**src/hdl/cle_pkg.sv**
```systemverilog
package cle_pkg;

	localparam int POOL_DEPTH = 64;
	localparam int VAL_W      = 32;
	localparam int IDX_W      = $clog2(POOL_DEPTH);
	localparam int CNT_W      = $clog2(POOL_DEPTH + 1);
	localparam int KIND_W     = 4;
	localparam int POS_W      = 7;
	localparam int STAT_W     = 3;

	localparam logic [KIND_W-1:0] KIND_DEL_FIRST = 4'd5;
	localparam logic [KIND_W-1:0] KIND_UPD_FIRST = 4'd10;
	localparam logic [KIND_W-1:0] KIND_SEARCH    = 4'd15;

	typedef enum logic [STAT_W-1:0] {
		ST_OK        = 3'd0,
		ST_EMPTY     = 3'd1,
		ST_NOT_FOUND = 3'd2,
		ST_BAD_POS   = 3'd3,
		ST_FULL      = 3'd4
	} status_t;

	typedef enum logic [1:0] {C_INS, C_DEL, C_UPD, C_SRCH} cls_t;

	typedef enum logic [2:0] {
		OP_END, OP_BEGIN, OP_BEFORE, OP_AFTER, OP_POS
	} op_t;

	typedef struct packed {
		logic        [KIND_W-1:0] kind;
		logic signed [VAL_W-1:0]  new_value;
		logic signed [VAL_W-1:0]  key;
		logic        [POS_W-1:0]  position;
	} req_word_t;

	typedef struct packed {
		logic        [STAT_W-1:0] status;
		logic signed [VAL_W-1:0]  removed_value;
		logic        [POS_W-1:0]  found_position;
		logic        [POS_W-1:0]  entries;
	} rsp_word_t;

	function automatic cls_t cls_of(input logic [KIND_W-1:0] kind);
		if (kind == KIND_SEARCH)        return C_SRCH;
		else if (kind >= KIND_UPD_FIRST) return C_UPD;
		else if (kind >= KIND_DEL_FIRST) return C_DEL;
		else                            return C_INS;
	endfunction

	function automatic op_t op_of(input logic [KIND_W-1:0] kind);
		logic [KIND_W-1:0] r;
		if (kind == KIND_SEARCH)         r = '0;
		else if (kind >= KIND_UPD_FIRST) r = kind - KIND_UPD_FIRST;
		else if (kind >= KIND_DEL_FIRST) r = kind - KIND_DEL_FIRST;
		else                             r = kind;
		case (r[2:0])
			3'd0:    return OP_END;
			3'd1:    return OP_BEGIN;
			3'd2:    return OP_BEFORE;
			3'd3:    return OP_AFTER;
			default: return OP_POS;
		endcase
	endfunction

endpackage

```
**src/hdl/cle_req_if.sv**
```systemverilog
interface cle_req_if;
	import cle_pkg::*;
	logic      valid;
	logic      ready;
	req_word_t data;
	modport source (output valid, output data, input ready);
	modport sink (input valid, input data, output ready);
endinterface

```
**src/hdl/cle_rsp_if.sv**
```systemverilog
interface cle_rsp_if;
	import cle_pkg::*;
	logic      valid;
	logic      ready;
	rsp_word_t data;
	modport source (output valid, output data, input ready);
	modport sink (input valid, input data, output ready);
endinterface

```
**src/hdl/circular_list_engine.sv**
```systemverilog
// channel | dir | handshake     | word
// req     | in  | valid/ready   | kind, new_value, key, position
// rsp     | out | valid/ready   | status, removed_value, found_position, entries
//
// One request at a time. After acceptance the walk visits the nodes from the head (up to
// the list length, one link read per cycle from the link memories), then come the fetch
// and write states (none for search, S_UPD for update, S_INS1 and S_INS2 for insert,
// S_FETCH and S_DEL for delete), then S_DONE loads the response register. A request
// refused at decode (empty list, bad position) goes from acceptance straight to S_DONE.
// Reset clears head, count and the free-stack watermark; no clearing pass is needed.
// A response waiting in the output register does not block acceptance; only
// the loading of the next response waits for it to be taken.
module circular_list_engine (
	input  logic       clk,
	input  logic       arst_n,
	cle_req_if.sink    req,
	cle_rsp_if.source  rsp
);
	import cle_pkg::*;

	typedef enum logic [2:0] {
		S_IDLE, S_WALK, S_FETCH, S_DEL, S_UPD, S_INS1, S_INS2, S_DONE
	} state_t;

	typedef enum logic [1:0] {W_FIRST, W_POS, W_KEY} walk_t;

	// storage: one write and one registered read per memory per cycle
	logic [VAL_W-1:0] val_mem  [POOL_DEPTH];
	logic [IDX_W-1:0] nxt_mem  [POOL_DEPTH];
	logic [IDX_W-1:0] prv_mem  [POOL_DEPTH];
	logic [IDX_W-1:0] free_mem [POOL_DEPTH];

	logic [VAL_W-1:0] val_rd;
	logic [IDX_W-1:0] nxt_rd, prv_rd, fr_rd;

	state_t           state_q;
	walk_t            mode_q;
	cls_t             cls_q;
	op_t              op_q;
	logic             empty_q, append_q;
	logic [IDX_W-1:0] head_q, cur_q, tgt_q, tprev_q, tnext_q;
	logic [CNT_W-1:0] count_q, hwm_q, walk_pos_q;
	logic [POS_W-1:0] goal_q;
	logic [VAL_W-1:0] key_q, nv_q;
	status_t          res_status_q;
	logic [VAL_W-1:0] res_removed_q;
	logic [POS_W-1:0] res_found_q;
	logic             out_valid_q;
	rsp_word_t        out_q;

	// request decode
	cls_t             in_cls;
	op_t              in_op;
	logic [CNT_W:0]   pos_lim;
	logic             accept;

	// datapath selects
	logic [IDX_W-1:0] rd_addr, new_node, t_addr, link_s, link_p;
	logic             hit, miss;

	logic             val_we, nxt_we, prv_we, free_we;
	logic [IDX_W-1:0] val_wa, nxt_wa, prv_wa;
	logic [IDX_W-1:0] nxt_wd, prv_wd;
	logic [VAL_W-1:0] val_wd;

	assign req.ready = (state_q == S_IDLE);
	assign accept    = req.valid && req.ready;
	assign in_cls    = cls_of(req.data.kind);
	assign in_op     = op_of(req.data.kind);
	assign pos_lim   = {1'b0, count_q} + ((in_cls == C_INS) ? 1'b1 : 1'b0);

	assign rsp.valid = out_valid_q;
	assign rsp.data  = out_q;

	// take the fresh index at the watermark once the count reaches it, else pop the free stack
	assign new_node = (count_q >= hwm_q) ? count_q[IDX_W-1:0] : fr_rd;

	// node acted on by delete and update
	always_comb begin
		case (op_q)
			OP_END, OP_BEFORE: t_addr = tprev_q;
			OP_AFTER:          t_addr = tnext_q;
			default:           t_addr = tgt_q;
		endcase
	end

	// insert n between link_p and link_s
	always_comb begin
		if (empty_q) begin
			link_s = new_node;
			link_p = new_node;
		end else if (op_q == OP_END || op_q == OP_BEGIN || append_q) begin
			link_s = head_q;
			link_p = tprev_q;
		end else if (op_q == OP_AFTER) begin
			link_s = tnext_q;
			link_p = tgt_q;
		end else begin
			link_s = tgt_q;
			link_p = tprev_q;
		end
	end

	always_comb begin
		case (state_q)
			S_WALK:  rd_addr = nxt_rd;
			S_FETCH: rd_addr = t_addr;
			default: rd_addr = head_q;
		endcase
	end

	assign hit  = (mode_q == W_FIRST)
		|| (mode_q == W_POS && POS_W'(walk_pos_q) == goal_q)
		|| (mode_q == W_KEY && val_rd == key_q);
	assign miss = !hit && walk_pos_q == count_q;

	// write ports
	always_comb begin
		val_we  = 1'b0;
		val_wa  = new_node;
		val_wd  = nv_q;
		nxt_we  = 1'b0;
		nxt_wa  = new_node;
		nxt_wd  = link_s;
		prv_we  = 1'b0;
		prv_wa  = new_node;
		prv_wd  = link_p;
		free_we = 1'b0;
		case (state_q)
			S_INS1: begin
				val_we = 1'b1;
				nxt_we = 1'b1;
				prv_we = 1'b1;
			end
			S_INS2: begin
				nxt_we = 1'b1;
				nxt_wa = link_p;
				nxt_wd = new_node;
				prv_we = 1'b1;
				prv_wa = link_s;
				prv_wd = new_node;
			end
			S_DEL: begin
				nxt_we  = 1'b1;
				nxt_wa  = prv_rd;
				nxt_wd  = nxt_rd;
				prv_we  = 1'b1;
				prv_wa  = nxt_rd;
				prv_wd  = prv_rd;
				free_we = 1'b1;
			end
			S_UPD: begin
				val_we = 1'b1;
				val_wa = t_addr;
			end
			default: ;
		endcase
	end

	always_ff @(posedge clk) begin
		if (val_we) val_mem[val_wa] <= val_wd;
		val_rd <= val_mem[rd_addr];
	end

	always_ff @(posedge clk) begin
		if (nxt_we) nxt_mem[nxt_wa] <= nxt_wd;
		nxt_rd <= nxt_mem[rd_addr];
	end

	always_ff @(posedge clk) begin
		if (prv_we) prv_mem[prv_wa] <= prv_wd;
		prv_rd <= prv_mem[rd_addr];
	end

	// freed node goes to the slot of the new count
	always_ff @(posedge clk) begin
		if (free_we) free_mem[IDX_W'(count_q - 1'b1)] <= t_addr;
		fr_rd <= free_mem[count_q[IDX_W-1:0]];
	end

	always_ff @(posedge clk or negedge arst_n) begin
		if (!arst_n) begin
			state_q     <= S_IDLE;
			head_q      <= '0;
			count_q     <= '0;
			hwm_q       <= '0;
			out_valid_q <= 1'b0;
		end else begin
			// drop the taken word; the done state reloads it itself
			if (out_valid_q && rsp.ready && state_q != S_DONE) out_valid_q <= 1'b0;
			case (state_q)
				S_IDLE: begin
					if (accept) begin
						cls_q         <= in_cls;
						op_q          <= in_op;
						key_q         <= req.data.key;
						nv_q          <= req.data.new_value;
						cur_q         <= head_q;
						walk_pos_q    <= CNT_W'(1);
						goal_q        <= req.data.position;
						empty_q       <= 1'b0;
						append_q      <= 1'b0;
						res_status_q  <= ST_OK;
						res_removed_q <= '0;
						res_found_q   <= '0;
						state_q       <= S_WALK;
						if (count_q == '0 && !(in_cls == C_INS
								&& (in_op == OP_END || in_op == OP_BEGIN))) begin
							// empty list: only end and begin inserts proceed
							res_status_q <= ST_EMPTY;
							state_q      <= S_DONE;
						end else if (count_q == '0 && in_cls == C_INS) begin
							empty_q <= 1'b1;
							mode_q  <= W_FIRST;
						end else if (in_cls == C_SRCH || in_op == OP_BEFORE
								|| in_op == OP_AFTER) begin
							mode_q <= W_KEY;
						end else if (in_op == OP_POS) begin
							mode_q <= W_POS;
							if (req.data.position == '0
									|| (CNT_W+1)'(req.data.position) > pos_lim) begin
								res_status_q <= ST_BAD_POS;
								state_q      <= S_DONE;
							end else if (in_cls == C_INS
									&& (CNT_W+1)'(req.data.position) == pos_lim) begin
								// one past the tail: append
								append_q <= 1'b1;
								goal_q   <= POS_W'(1);
							end
						end else begin
							mode_q <= W_FIRST;
						end
					end
				end
				S_WALK: begin
					if (hit) begin
						tgt_q   <= cur_q;
						tprev_q <= prv_rd;
						tnext_q <= nxt_rd;
						case (cls_q)
							C_SRCH: begin
								res_found_q <= POS_W'(walk_pos_q);
								state_q     <= S_DONE;
							end
							C_INS: begin
								if (count_q == CNT_W'(POOL_DEPTH)) begin
									res_status_q <= ST_FULL;
									state_q      <= S_DONE;
								end else begin
									state_q <= S_INS1;
								end
							end
							C_DEL:   state_q <= S_FETCH;
							default: state_q <= S_UPD;
						endcase
					end else if (miss) begin
						res_status_q <= ST_NOT_FOUND;
						state_q      <= S_DONE;
					end else begin
						// advance one link
						cur_q      <= nxt_rd;
						walk_pos_q <= walk_pos_q + 1'b1;
					end
				end
				S_FETCH: state_q <= S_DEL;
				S_DEL: begin
					res_removed_q <= val_rd;
					count_q       <= count_q - 1'b1;
					if (count_q == CNT_W'(1)) head_q <= '0;
					else if (t_addr == head_q) head_q <= nxt_rd;
					state_q <= S_DONE;
				end
				S_UPD:  state_q <= S_DONE;
				S_INS1: state_q <= S_INS2;
				S_INS2: begin
					count_q <= count_q + 1'b1;
					if (count_q >= hwm_q) hwm_q <= count_q + 1'b1;
					if (empty_q || op_q == OP_BEGIN) begin
						head_q <= new_node;
					end else if ((op_q == OP_BEFORE || op_q == OP_POS) && !append_q
							&& tgt_q == head_q) begin
						head_q <= new_node;
					end
					state_q <= S_DONE;
				end
				S_DONE: begin
					// hold until the output register is free
					if (!out_valid_q || rsp.ready) begin
						out_valid_q          <= 1'b1;
						out_q.status         <= res_status_q;
						out_q.removed_value  <= res_removed_q;
						out_q.found_position <= res_found_q;
						out_q.entries        <= POS_W'(count_q);
						state_q              <= S_IDLE;
					end
				end
				default: state_q <= S_IDLE;
			endcase
		end
	end

	a_count_bound: assert property (@(posedge clk) disable iff (!arst_n)
		count_q <= CNT_W'(POOL_DEPTH))
		else $error("entry count beyond pool");

	a_watermark: assert property (@(posedge clk) disable iff (!arst_n)
		count_q <= hwm_q)
		else $error("free-stack watermark below entry count");

	a_del_count: assert property (@(posedge clk) disable iff (!arst_n)
		state_q == S_DEL |=> count_q == CNT_W'($past(count_q) - 1'b1))
		else $error("delete did not drop the count by one");

	a_empty_head: assert property (@(posedge clk) disable iff (!arst_n)
		(state_q == S_IDLE && count_q == '0) |-> head_q == '0)
		else $error("empty list with non-zero head");

endmodule

```
**src/flat_wrapper.sv**
```systemverilog
// flat-port wrapper written by rule: the top's interface ports become plain ports
module circular_list_engine_flat import cle_pkg::*;
  (clk, arst_n, req_valid, req_data, req_ready, rsp_valid, rsp_data, rsp_ready);
  cle_req_if req_i ();
  cle_rsp_if rsp_i ();
  input  logic clk;
  input  logic arst_n;
  input wire logic [$bits(req_i.valid)-1:0] req_valid;
  input wire logic [$bits(req_i.data)-1:0] req_data;
  output wire logic [$bits(req_i.ready)-1:0] req_ready;
  output wire logic [$bits(rsp_i.valid)-1:0] rsp_valid;
  output wire logic [$bits(rsp_i.data)-1:0] rsp_data;
  input wire logic [$bits(rsp_i.ready)-1:0] rsp_ready;
  assign req_i.valid = req_valid;
  assign req_i.data = req_data;
  assign req_ready = req_i.ready;
  assign rsp_valid = rsp_i.valid;
  assign rsp_data = rsp_i.data;
  assign rsp_i.ready = rsp_ready;
  circular_list_engine u_core (.clk(clk), .arst_n(arst_n), .req(req_i), .rsp(rsp_i));
endmodule
```
**config.mk**
```make
export PLATFORM = sky130hd
export DESIGN_NAME = circular_list_engine_flat
export DESIGN_NICKNAME = d
export VERILOG_FILES = /design/src/hdl/cle_pkg.sv /design/src/hdl/cle_req_if.sv /design/src/hdl/cle_rsp_if.sv /design/src/hdl/circular_list_engine.sv /design/src/flat_wrapper.sv
export SDC_FILE = /design/constraint.sdc
export NUM_CORES = 2
export LEC_CHECK = 0
export ABC_CLOCK_PERIOD_IN_PS = 18550
export BUFFER_PORTS_ARGS = -buffer_cell sky130_fd_sc_hd__buf_2
export CAP_MARGIN = 25
export CORE_MARGIN = 10
export CORE_UTILIZATION = 25
export DETAILED_ROUTE_END_ITERATION = 12
export GPL_ROUTABILITY_DRIVEN = 0
export HOLD_SLACK_MARGIN = 0.12
export SLEW_MARGIN = 20
export SYNTH_ARGS = -nofsm -noshare
export SYNTH_HDL_FRONTEND = slang
export SYNTH_SLANG_ARGS = --single-unit
```
**constraint.sdc**
```tcl
create_clock -name clk -period 18.55 [get_ports clk]
set_input_delay 3.71 -clock clk [delete_from_list [all_inputs] [get_ports clk]]
set_output_delay 3.71 -clock clk [all_outputs]
set_load 0.02 [all_outputs]
```
## After elaboration in Yosys (flattened, before gate mapping)

Memories as Yosys holds them, arrays and structs flattened. A register that Yosys moved wholly into a read port is not among the register bits.
Index checks and enable logic that the tools add are counted.
W data, S select, Z words.

- Order comparisons: 4
- Add/sub/neg operators: 6
- Bitwise logic cells: 2
- Equality and inequality tests: 44
- Mux-type cells: 87
- Reduce and logical (&&, ||, !) cells: 56

Operator list:

| cell | number |
|---|---|
| $pmux W6 S2 | 8 |
| $mux W6 | 15 |
| $mux W7 | 12 |
| $pmux W32 S2 | 1 |
| $mux W3 | 21 |
| $pmux W7 S2 | 3 |
| $eq A32 B32 Y1 | 1 |
| $mux W32 | 1 |
| $eq A3 B2 Y1 const B | 8 |
| $eq A3 B3 Y1 const B | 6 |
| $pmux W3 S6 | 1 |
| $reduce_and A3 Y1 | 6 |
| $mux W1 | 17 |
| $add A7 B1 Y7 const B | 2 |
| $eq A7 B7 Y1 | 2 |
| $logic_not A7 Y1 | 2 |
| $eq A3 B1 Y1 const B | 4 |
| $eq A6 B6 Y1 | 2 |
| $logic_and A1 B1 Y1 | 12 |
| $logic_not A3 Y1 | 4 |
| $pmux W3 S4 | 1 |
| $logic_or A1 B1 Y1 | 11 |
| $mux W2 | 5 |
| $reduce_and A5 Y1 | 2 |
| 30 further kinds | 52 |

- Word-level logic and storage cells: 229
- Memories kept: 4
- Bits in writable memories: 3,200
- Register bits: 226

Memories:

| name | words | width | read ports | clocked after Yosys merged registers in | write ports | line | RTL |
|---|---|---|---|---|---|---|---|
| u_core.val_mem | 64 | 32 | 1 | 1 | 1 | circular_list_engine.sv:28 | `logic [VAL_W-1:0] val_mem [POOL_DEPTH];` |
| u_core.free_mem | 64 | 6 | 1 | 1 | 1 | circular_list_engine.sv:31 | `logic [IDX_W-1:0] free_mem [POOL_DEPTH];` |
| u_core.nxt_mem | 64 | 6 | 1 | 1 | 1 | circular_list_engine.sv:29 | `logic [IDX_W-1:0] nxt_mem [POOL_DEPTH];` |
| u_core.prv_mem | 64 | 6 | 1 | 1 | 1 | circular_list_engine.sv:30 | `logic [IDX_W-1:0] prv_mem [POOL_DEPTH];` |

## Logic depth before layout (Yosys ltp)

- Depth after elaboration: 16
- Depth in mapped cells: 18
- Depth with buffers taken out: 18

## Worst setup path before layout

Ideal clock, no wire load.

- Kind: input-to-reg
- Start: in arst_n
- End: reg u_core.res_removed_q[0] (enable)
- Arrival: 7.914 ns
- Stages on the path: 3
- Data required time: 18.162 ns
- Setup time: 0.388 ns
- Path slack: 10.248 ns
- Cell sequence: nand2_1 > nor2_1 > a21o_1

- Longest elaborated chain between the ends: 1

Ends and longest elaborated chain:

| element | line | RTL |
|---|---|---|
| from (decl) | flat_wrapper.sv:7 | `input logic arst_n;` |
| $reduce_and A3 Y1 (no source line) | n/a |  |
| to (signal assigned) | circular_list_engine.sv:267 | `res_removed_q <= val_rd;` |
| to (decl) | circular_list_engine.sv:46 | `logic [VAL_W-1:0] res_removed_q;` |

Every way passes these cells.
A chain may end at the register's enable or synchronous reset.

## Worst setup path in the final report

- Start: reg u_core.op_q[2]
- End: reg u_core.val_rd[12], read port of u_core.val_mem

- Longest elaborated chain between the ends: 4
- Elaborated cells between the ends (all ways): 6

Ends and longest elaborated chain:

| element | line | RTL |
|---|---|---|
| from (decl) | circular_list_engine.sv:39 | `op_t op_q;` |
| from (signal assigned) | circular_list_engine.sv:195 | `op_q <= in_op;` |
| $eq A3 B2 Y1 / $logic_not A3 Y1 (equally long branches) | circular_list_engine.sv:80 | `case (op_q)` |
| $reduce_or A2 Y1 | circular_list_engine.sv:80 |  |
| $pmux W6 S2 * | circular_list_engine.sv:80 |  |
| $pmux W6 S2 * | circular_list_engine.sv:105 | `case (state_q)` |
| to (decl) | circular_list_engine.sv:33 | `logic [VAL_W-1:0] val_rd;` |

Every way passes the cells marked *; elsewhere a longest branch is shown, timed or not.

==> reports/summary.txt <==
DRT
--------------------------------------------------------------------------------
Vias after detailed routing                                               72,300
Initial DRT Pass Iterations                                                    6
Final routed wire length divided by cell count                           23.8 µm
Detailed Route WL                                                     367,000 µm
Initial drt markers                                                        8,154
Number of antenna-violating nets in the routed design                          0
Vias per std cell                                                           4.70
Number of remaining DRC errors                                                 0

SETUP PATH
--------------------------------------------------------------------------------
Slowest stage delay, CP                                                  0.76 ns
Top cell family by delay on the critical path                       buffers and inverters
Path type of the worst setup path                                   flip-flop to flip-flop
Length in cells of the worst reg-to-reg path                                  11
Worst endpoint required time                                            19.33 ns
Data arrival time at the worst-slack endpoint                            7.41 ns
Worst path bufs/invs                                                           4
Critical path cell sequence                                         nor4bb_1 > o41ai_1 > nand2_4 > buf_4 > buf_4 > buf_4 > buf_4 > mux4_2 > a22oi_1 > nand4_1 > or2_1
Cell type of the slowest stage on the worst timing path             sky130_fd_sc_hd__buf_4
Logic depth of the worst setup path including buffers                         11
Kind of start point of the critical path                               flip-flop
Most common cell type on the critical path                          sky130_fd_sc_hd__buf_4
Endpoint class of the critical path                                    flip-flop
Largest fanout on the critical path                                           48

DIE
--------------------------------------------------------------------------------
Vertical extent of the die                                                754 µm
I/O pin count                                                                130
Placement Rows                                                               269
Floorplan core area                                                  537,000 µm²
Area enclosed by the die boundary                                    568,000 µm²
Die width                                                                 754 µm
Initial core utilization                                                   25.1%

TIMING
--------------------------------------------------------------------------------
Final Hold Viols                                                               0
Highest clock rate                                                     0.151 GHz
Setup clock skew after layout                                          0.0773 ns
Worst slew pin tran                                                      1.18 ns
Worst max-slew margin expressed relative to the limit                      21.0%
Tightest hold margin                                                    0.393 ns
Count of pins over their slew limit                                            0
Min setup slack post-route                                              11.92 ns
Final period demand of the worst path                                    6.63 ns
Total Neg Setup Slack                                                       0 ns
Unrepaired setup endpoints after global routing                               no
Crit share post-route                                                      35.7%
Final setup violating endpoints                                                0

PLACED DESIGN
--------------------------------------------------------------------------------
Total placed cells including tap cells                                    14,800
Minimum setup slack after placement                                     11.55 ns
Number of buffers inserted by port buffering                                 129
Detailed-placement wirelength estimate                                196,000 µm

LAYOUT
--------------------------------------------------------------------------------
Share of layout cells above drive strength 1                               16.9%
Layout overhead on the synthesized area                                    14.8%
Flip-flop and latch area                                             104,000 µm²
Non-filler cells in the finished layout                                   15,400
Final #Nets                                                                8,057
Combined area of the multi-input logic cells                          29,400 µm²
Fill cells                                                                52,700

CTS
--------------------------------------------------------------------------------
Later-pin clock latency in the skew report                               0.92 ns
Cts hold-fix bufs                                                              0
Clock transition at the registers of the reported paths                  0.06 ns
Total clock buffers created by CTS                                           311
Number of H-tree levels                                                        5
Clock tree root driver cell                                         sky130_fd_sc_hd__clkbuf_16
Num Clock Sinks                                                            3,476
TritonCTS clock tree                                                         yes
Resized cells post-CTS                                                         0
Number of buffers on the longest clock path                                    4
Buffer count from post-CTS setup fixing                                        0

FLOW RUN
--------------------------------------------------------------------------------
Number of max-capacitance violations reported                                  0

POWER
--------------------------------------------------------------------------------
Largest vdd supply drop                                               0.000197 V
Cell area power density                                               167 nW/µm²
Leak                                                                     47.7 nW

RUN STATUS
--------------------------------------------------------------------------------
Result of the run                                                   finished, final reports clean

WORST HOLD PATH
--------------------------------------------------------------------------------
Classification of the worst-slack hold path                         flip-flop to flip-flop
Cell count of the worst hold path                                              0

GRT
--------------------------------------------------------------------------------
Vias in the first global route                                            70,900
Initial antenna violation count                                               37
Met1 global-route usage                                                    15.9%
Global routing usage on met3                                               2.26%
Global-route wire length before repair                                521,000 µm
Largest net degree at the start of global routing                             85
Overflow after GRT                                                             0
Most used routing layer                                                     met2
Met2 capacity usage during global routing                                  20.5%
Global-route usage over all layers                                         12.3%

SYNTHESIS
--------------------------------------------------------------------------------
Synthesized netlist net count                                              7,851
Fraction of synthesized cell area taken by the top area cell type          75.9%
Warning count from the yosys run                                               0
Most numerous cell in the Yosys netlist                             sky130_fd_sc_hd__edfxtp_1
Cell count after synthesis                                                 7,744
Cell taking the most area after synthesis                           sky130_fd_sc_hd__edfxtp_1
Most common library cells after synthesis                           sky130_fd_sc_hd__edfxtp_1 (3,402), sky130_fd_sc_hd__nand2_1 (1,256), sky130_fd_sc_hd__mux4_2 (478)
Count of flip-flops with a built-in enable after synthesis                 3,402
Cell Area, Synth                                                     135,000 µm²
Portion of the post-synthesis area used by sequential elements             77.1%
Dominant synthesized flop cell                                      sky130_fd_sc_hd__edfxtp_1
Avg Cell Area, Syn                                                      17.4 µm²
Most area-consuming cells after synthesis                           sky130_fd_sc_hd__edfxtp_1 (76%), sky130_fd_sc_hd__mux4_2 (8.0%), sky130_fd_sc_hd__nand2_1 (3.5%), sky130_fd_sc_hd__nand3_1 (1.7%), sky130_fd_sc_hd__nand4_1 (1.3%)
FFs w/ async S/R, synth                                                   0.690%
Unique masters post-synth                                                     68
Number of synthesized register bits                                        3,476

==> final timing paths <==
path / startpoint / endpoint / slack, ns
setup / recovery: u_core.op_q[2]$_DFFE_PP_ / u_core.val_rd[12]$_DFF_P_ / 11.92
hold / removal: u_core.res_removed_q[0]$_SDFFCE_PN0P_ / u_core.rsp.data[14]$_DFFE_PP_ / 0.39
setup reg to reg: u_core.op_q[2]$_DFFE_PP_ / u_core.val_rd[12]$_DFF_P_ / 11.92
hold reg to reg: u_core.res_removed_q[0]$_SDFFCE_PN0P_ / u_core.rsp.data[14]$_DFFE_PP_ / 0.39
max in group asynchronous: arst_n / u_core.count_q[1]$_DFFE_PN0N_ / 15.14
min in group asynchronous: arst_n / u_core.hwm_q[5]$_DFFE_PN0P_ / 2.88
==> power by group <==
| part | switching, mW | internal, mW | leakage, nW | total (mW) |
|---|---|---|---|---|
| combinational | 6.40 | 3.03 | 11.6 | 9.43 |
| clock | 2.85 | 3.57 | 4.81 | 6.42 |
| sequential | 0.308 | 9.64 | 31.3 | 9.95 |
| total | 9.56 | 16.2 | 47.7 | 25.8 |
==> logic make-up after synthesis <==
family,after synthesis,share of synthesized area (%)
simple gates,2491,8.30
buf+inv,481,1.58
flops,3476,77.1
compound gates,542,3.03
mux,641,9.22
fa+ha+maj,28,0.260
xor+xnor,85,0.553
==> registers in the layout, indices dropped and copies added, names as in the netlist, 32 cells and up <==
name / flops
u_core.rsp.data: 49
u_core.nv_q: 32
u_core.res_removed_q: 32
u_core.val_rd: 32
u_core.free_mem: 384
u_core.key_q: 32
u_core.nxt_mem: 384
u_core.val_mem: 2048
u_core.prv_mem: 384
==> per-layer routing <==
metal | routed length [µm] | vias up
met5 | 204 | -
met4 | 14400 | 30
met3 | 29700 | 639
met2 | 177000 | 3090
met1 | 145000 | 37600
li1 | - | 30900
==> area by class of cell <==
| cell class | count | area share [%] |
|---|---|---|
| antenna | 20 | 0.0324 |
| tap | 7181 | 5.81 |
| clock inverter | 158 | 0.970 |
| multi-input combinational | 3787 | 19.0 |
| sequential | 3476 | 67.1 |
| timing repair buffer | 341 | 1.48 |
| clock buffer | 396 | 5.44 |
| inverter | 33 | 0.0801 |
==> stage by stage <==
stage / cell area (µm²) / total power, mW / util (%)
after global placement: 144000 / 19.5 / 26.9
after CTS: 154000 / 25.9 / 28.8
final: 155000 / 25.8 / 28.8
after floorplan: 135000 / 16.1 / -
after global routing: 155000 / 26.9 / 28.8
after detailed placement: 145000 / 19.5 / 26.9
==> layout by cell type, fill, tap and decap left out, types with 136 or more instances in the layout <==
cell type	Yosys	layout
sky130_fd_sc_hd__buf_4	17	203
sky130_fd_sc_hd__a32oi_1	136	136
sky130_fd_sc_hd__edfxtp_1	3402	3402
sky130_fd_sc_hd__mux4_2	478	478
sky130_fd_sc_hd__nor2_1	277	216
sky130_fd_sc_hd__mux2i_1	151	151
sky130_fd_sc_hd__nand3_1	450	449
sky130_fd_sc_hd__clkbuf_16	0	320
sky130_fd_sc_hd__a22oi_1	182	182
sky130_fd_sc_hd__nand2_1	1256	1255
sky130_fd_sc_hd__nand4_1	277	277
(Power assumes the default switching activity.)
